### src/rtl/core/qvr_pkg.sv
// Shared types, widths and codes of the quaternion vector rotator.
`timescale 1ns / 1ps

package qvr_pkg;

  // Fixed widths of the datapath
  localparam int NORM_W     = 64;  // squared length, normalized
  localparam int ROOT_W     = NORM_W / 2;
  localparam int H_W        = 5;   // half of the normalizing shift
  localparam int QUAT_W     = 16;
  localparam int ROT_W      = 16;
  localparam int STAT_W     = 2;
  localparam int T_W        = 19;  // first Hamilton product, after rounding
  localparam int CFG_IDX_W  = 2;
  localparam int CFG_DATA_W = 16;

  localparam logic signed [QUAT_W-1:0] QUAT_ONE = 16'sd16384;

  typedef enum logic [STAT_W-1:0] {
    STAT_OK   = 2'd0,
    STAT_ZERO = 2'd1,
    STAT_SAT  = 2'd2
  } qvr_status_e;

  typedef enum logic [CFG_IDX_W-1:0] {
    REG_QUAT_X = 2'd0,
    REG_QUAT_Y = 2'd1,
    REG_QUAT_Z = 2'd2,
    REG_QUAT_W = 2'd3
  } qvr_reg_e;

  typedef struct packed {
    logic signed [QUAT_W-1:0] x;
    logic signed [QUAT_W-1:0] y;
    logic signed [QUAT_W-1:0] z;
    logic signed [QUAT_W-1:0] w;
  } qvr_quat_t;

  // Per-item flags that ride along the pipeline
  typedef struct packed {
    logic       zero;
    logic [2:0] neg;
  } qvr_side_t;

endpackage

### src/rtl/core/qvr_norm.sv
// Magnitudes, squared length and even normalizing shift of the input vector.
`timescale 1ns / 1ps

module qvr_norm #(
  parameter int IN_WIDTH = 16
) (
  input  logic                          clk_i,
  input  logic                          rst_ni,
  input  logic                          en_i,
  input  logic                          valid_i,
  input  logic signed [IN_WIDTH-1:0]    vec_x_i,
  input  logic signed [IN_WIDTH-1:0]    vec_y_i,
  input  logic signed [IN_WIDTH-1:0]    vec_z_i,
  output logic                          valid_o,
  output logic [qvr_pkg::NORM_W-1:0]    x_o,
  output logic [qvr_pkg::H_W-1:0]       h_o,
  output logic [3*IN_WIDTH-1:0]         mag_o,
  output qvr_pkg::qvr_side_t            side_o
);

  localparam int SQ_W = 2 * IN_WIDTH;
  localparam int NSH  = $clog2(qvr_pkg::NORM_W) - 1;  // shifts of 32, 16, 8, 4, 2
  localparam int NST  = NSH + 2;

  logic signed [IN_WIDTH-1:0] vin [3];
  logic [IN_WIDTH-1:0]        mag_d [3];
  logic [2:0]                 neg_d;
  logic [SQ_W-1:0]            l2_d;

  logic [NST-1:0]             v_q;
  logic [SQ_W-1:0]            sq_q [3];
  logic [3*IN_WIDTH-1:0]      mag_q [NST];
  qvr_pkg::qvr_side_t         side_q [NST];
  logic [qvr_pkg::NORM_W-1:0] xs_q [NSH+1];
  logic [qvr_pkg::H_W-1:0]    h_q [NSH+1];
  logic [qvr_pkg::NORM_W-1:0] xs_d [NSH];
  logic [qvr_pkg::H_W-1:0]    h_d [NSH];

  assign vin[0] = vec_x_i;
  assign vin[1] = vec_y_i;
  assign vin[2] = vec_z_i;

  // Sign and magnitude; the most negative value maps to 2^(IN_WIDTH-1)
  always_comb begin
    for (int i = 0; i < 3; i++) begin
      neg_d[i] = vin[i][IN_WIDTH-1];
      mag_d[i] = neg_d[i] ? IN_WIDTH'(-vin[i]) : IN_WIDTH'(vin[i]);
    end
  end

  assign l2_d = sq_q[0] + sq_q[1] + sq_q[2];

  // One binary step of the leading-zero shift per stage, even amounts only
  always_comb begin
    int sh;
    for (int j = 0; j < NSH; j++) begin
      sh = (qvr_pkg::NORM_W / 2) >> j;
      if ((xs_q[j] >> (qvr_pkg::NORM_W - sh)) == '0) begin
        xs_d[j] = xs_q[j] << sh;
        h_d[j]  = h_q[j] + qvr_pkg::H_W'(sh >> 1);
      end else begin
        xs_d[j] = xs_q[j];
        h_d[j]  = h_q[j];
      end
    end
  end

  // Valid bits
  always_ff @(posedge clk_i or negedge rst_ni) begin
    if (!rst_ni) begin
      v_q <= '0;
    end else if (en_i) begin
      v_q <= {v_q[NST-2:0], valid_i};
    end
  end

  // Datapath stages
  always_ff @(posedge clk_i) begin
    if (en_i) begin
      for (int i = 0; i < 3; i++) begin
        sq_q[i] <= SQ_W'(mag_d[i]) * SQ_W'(mag_d[i]);
      end
      mag_q[0]  <= {mag_d[2], mag_d[1], mag_d[0]};
      side_q[0] <= '{zero: 1'b0, neg: neg_d};

      xs_q[0]   <= qvr_pkg::NORM_W'(l2_d);
      h_q[0]    <= '0;
      mag_q[1]  <= mag_q[0];
      side_q[1] <= '{zero: (l2_d == '0), neg: side_q[0].neg};

      for (int j = 0; j < NSH; j++) begin
        xs_q[j+1]   <= xs_d[j];
        h_q[j+1]    <= h_d[j];
        mag_q[j+2]  <= mag_q[j+1];
        side_q[j+2] <= side_q[j+1];
      end
    end
  end

  assign valid_o = v_q[NST-1];
  assign x_o     = xs_q[NSH];
  assign h_o     = h_q[NSH];
  assign mag_o   = mag_q[NST-1];
  assign side_o  = side_q[NST-1];

endmodule

### config.mk
export PLATFORM = sky130hd
export DESIGN_NAME = qvr_norm
export DESIGN_NICKNAME = d
export VERILOG_FILES = /design/src/rtl/core/qvr_pkg.sv /design/src/rtl/core/qvr_norm.sv
export SDC_FILE = /design/constraint.sdc
export NUM_CORES = 2
export LEC_CHECK = 0
export BUFFER_PORTS_ARGS = -buffer_cell sky130_fd_sc_hd__buf_2
export CAP_MARGIN = 20
export CORE_UTILIZATION = 60
export DETAILED_ROUTE_END_ITERATION = 10
export GPL_ROUTABILITY_DRIVEN = 0
export PLACE_DENSITY = 0.78
export SYNTH_ARGS = -nofsm -noshare
export SYNTH_HDL_FRONTEND = slang
export SYNTH_SLANG_ARGS = --single-unit
### constraint.sdc
create_clock -name clk_i -period 8.74 [get_ports clk_i]
set_clock_uncertainty 0.05 [all_clocks]
set_input_delay 1.748 -clock clk_i [delete_from_list [all_inputs] [get_ports clk_i]]
set_output_delay 1.748 -clock clk_i [all_outputs]
set_load 0.05 [all_outputs]
==> results.md <==
- Run status: complete, no violations
- Final Net Count: 5022
- Starting Density: 60.8%
- Hold endpoint: mag_q[1][12]
- Vias in the first global route: 29.1k
- Crit path launch type: input pin
- FF+latch count, synth: 662
- Post-route ant nets: 0
- Mapped Avg Cell Area: 12.5 um^2
- CTS H-tree lvls: 3
- CP Max Fanout: 4
- Worst Setup SP: vec_y_i[3]
- Die ar.: 76700 um^2
- Share of the synthesized area in the top cell type: 43.3%
- Min-Delay Path Class: reg -> reg
- Drc violations: 0
- Cell Count, Final, Fillers Out: 5151
- Ys flop type: edfxtp_1
- Hold Slack: 360 ps
- Area of the multi-input gates: 22900 um^2
- R2r endpoint: side_q[1][3]
- Slew headroom: 38.9%
- Final setup vio count: 0
- Die width: 277 um
- Seq. cell area: 19800 um^2
- Slew Viols, Final: 0
- Area Overhead vs Synth: 14.9%
- Routed Wire Length: 85700 um
- HPWL Detailed: 67400 um
- GRT Util Overall: 23.3%
- Yosys top cell by area: edfxtp_1
- Fmax: 117 MHz
- Syn Inst Count: 3636
- N_diodes: 0
- Largest net degree at the start of global routing: 158
- TritonRoute pass-1 iters: 6
- Worst reg2reg startpoint: sq_q[0][38]
- Cell repeated most along the worst path: fa_1
- Crit end category: flip-flop
- CTS max path bufs: 3
- Sequential share of the synthesized area: 43.7%
- GR Overflow Total: 0
- Fillers: 5122
- Most instantiated cells after synthesis: inv_1 (721), edfxtp_1 (655), fa_1 (520)
- Clock Root Buffer: clkbuf_16
- Die Ht: 277 um
- Core ar.: 74700 um^2
- Min-Delay Startpoint: mag_q[0][12]
- Average vias per placed instance: 5.33
- Synthesis Warnings: 0
- Port bufs: 140
- Final period utilization: 97.9%
- RSZ-0062 raised after global routing: yes
- CTS tree: done
- Clock Latency Late Sink: 630 ps
- I/O Pins: 174
- Worst R2R Setup Slack: 4130 ps
- Worst Hold Depth: 0
- Most common cell in the netlist: inv_1
- Distinct cells, synth: 75
- Synth Cell Area: 45400 um^2
- Final min period: 8550 ps
- Final Instance Area: 52100 um^2
- Asr flop ratio synth: 1.06%
- Post-synth EDFFs: 655
- Placed cell areas: 49700 um^2
- Clock slew at reported path FFs: 60 ps
- Row count: 100
- CTS buffer count: 70
- CP max-delay cell: fa_1
- Initial antenna violation count: 2
- Dpl cells: 5021
- Max Cap Violations: 0
- CTS Sinks: 662
- Worst-Margin Slew: 916 ps
- Layout cell share with drive strength beyond 1: 17.0%
- Routed vias: 27.4k
- Final hold vios: 0
- Critical Path RT: 9030 ps
- Average wire per cell in the routed design: 16.6 um
- Reg2reg path depth: 11
- DRC violation total after the first TritonRoute iteration: 1956
- Critical path class: in -> reg
- Synth top area cells: edfxtp_1 (43%), fa_1 (23%), ha_1 (8.9%)
- Worst EP arrival: 8840 ps
- First-pass GRT wire length: 143000 um
- CP max stage delay: 520 ps
-- through the flow --
stage	utilization, %	setup TNS (ps)	setup WS, ps
2_1_floorplan	-	0	0.360
3_3_place_gp	66.5	-2950	-296
3_5_place_dp	66.5	-7060	-553
4_1_cts	69.6	0	10.4
5_1_grt	69.8	-147	-39.9
6_report	69.8	0	188
-- what timing repair did --
item / 4_1_cts / 5_1_grt
endpoints found under the setup margin: 0 / 13
gates resized for setup: 0 / 17
hold buffers: 0 / 0
setup buffers: 0 / 4
-- routing by layer --
metal	part of all wire, %	up-vias	GRT usage, %	wire length, um
li1	-	12878	-	-
met1	41	13655	29.7	35000
met2	51	735	40.9	43800
met3	5.1	170	3.36	4390
met4	3.0	0	7.88	2580
met5	0	-	0	0
-- final cells by class --
type | count | share of cell area [%]
timing repair buffer | 445 | 5.89
clock buffer | 77 | 3.49
sequential | 662 | 38.1
multi-input combinational | 2210 | 43.9
tap | 969 | 2.32
clock inverter | 48 | 0.953
inverter | 740 | 5.34
-- flip-flops by register name (all words and copies together), names as in the netlist --
name    flops
h_q        10
mag_q     333
side_q     27
sq_q       93
v_q         7
xs_q      192
-- cell usage in the layout, fill, tap and decap left out, types with 9 or more instances in the layout --
master / netlist / final
nand2_1: 271 / 268
a31oi_1: 14 / 13
clkinv_1: 12 / 17
fa_1: 520 / 520
nand4_1: 12 / 12
o21a_1: 11 / 11
o31ai_1: 14 / 10
inv_1: 721 / 719
buf_2: 1 / 139
xor2_1: 60 / 51
nor3_1: 46 / 43
nor2b_1: 36 / 36
o21bai_1: 14 / 14
clkinv_2: 0 / 18
edfxtp_1: 655 / 655
conb_1: 2 / 69
nand2b_1: 18 / 18
xor2_2: 0 / 9
o21ai_0: 52 / 45
a21o_1: 77 / 77
xnor2_1: 103 / 100
and3_1: 18 / 18
a211oi_1: 12 / 12
a21oi_1: 98 / 97
and2_1: 22 / 22
ha_1: 321 / 318
clkbuf_16: 0 / 72
buf_4: 33 / 299
mux2_2: 73 / 73
nor4_1: 10 / 9
nand3_1: 28 / 28
nor2_1: 202 / 199
o21ai_1: 5 / 10
-- worst max-delay path, delay by kind of cell --
kind | cells | cell delay, ps
AOI/OAI and AO/OA | 8 | 1580
xor gates and xnor gates | 2 | 320
adders and majority gates | 7 | 3150
buffers and inverters | 8 | 860
and+or+nand+nor | 5 | 1190
-- kinds of logic (layout without fill, tap and decap cells) --
| family | Yosys count | after routing | share of synthesized area (%) |
|---|---|---|---|
| other | 2 | 69 | 0.0165 |
| XOR/XNOR | 163 | 163 | 3.15 |
| adder cells (fa/ha/maj) | 841 | 841 | 31.8 |
| AO/OA/AOI/OAI | 357 | 357 | 5.22 |
| flip-flops | 662 | 662 | 43.7 |
| AND/OR/NAND/NOR | 705 | 705 | 7.09 |
| multiplexers | 75 | 75 | 1.86 |
| buffers and inverters | 831 | 1310 | 7.15 |
-- worst max path at each step --
stage,to,slack [ps],cells past startpoint
floorplan,sq_q[0][63],0.4,30
finish,sq_q[0][60],190,30
global placement,sq_q[0][60],-300,29
detailed placement,sq_q[0][60],-550,29
CTS,sq_q[0][60],10,29
global route,sq_q[0][29],-40,26
Power is not shown: default switching activity piles up to over one toggle a cycle in this logic, so the estimate is an artifact.
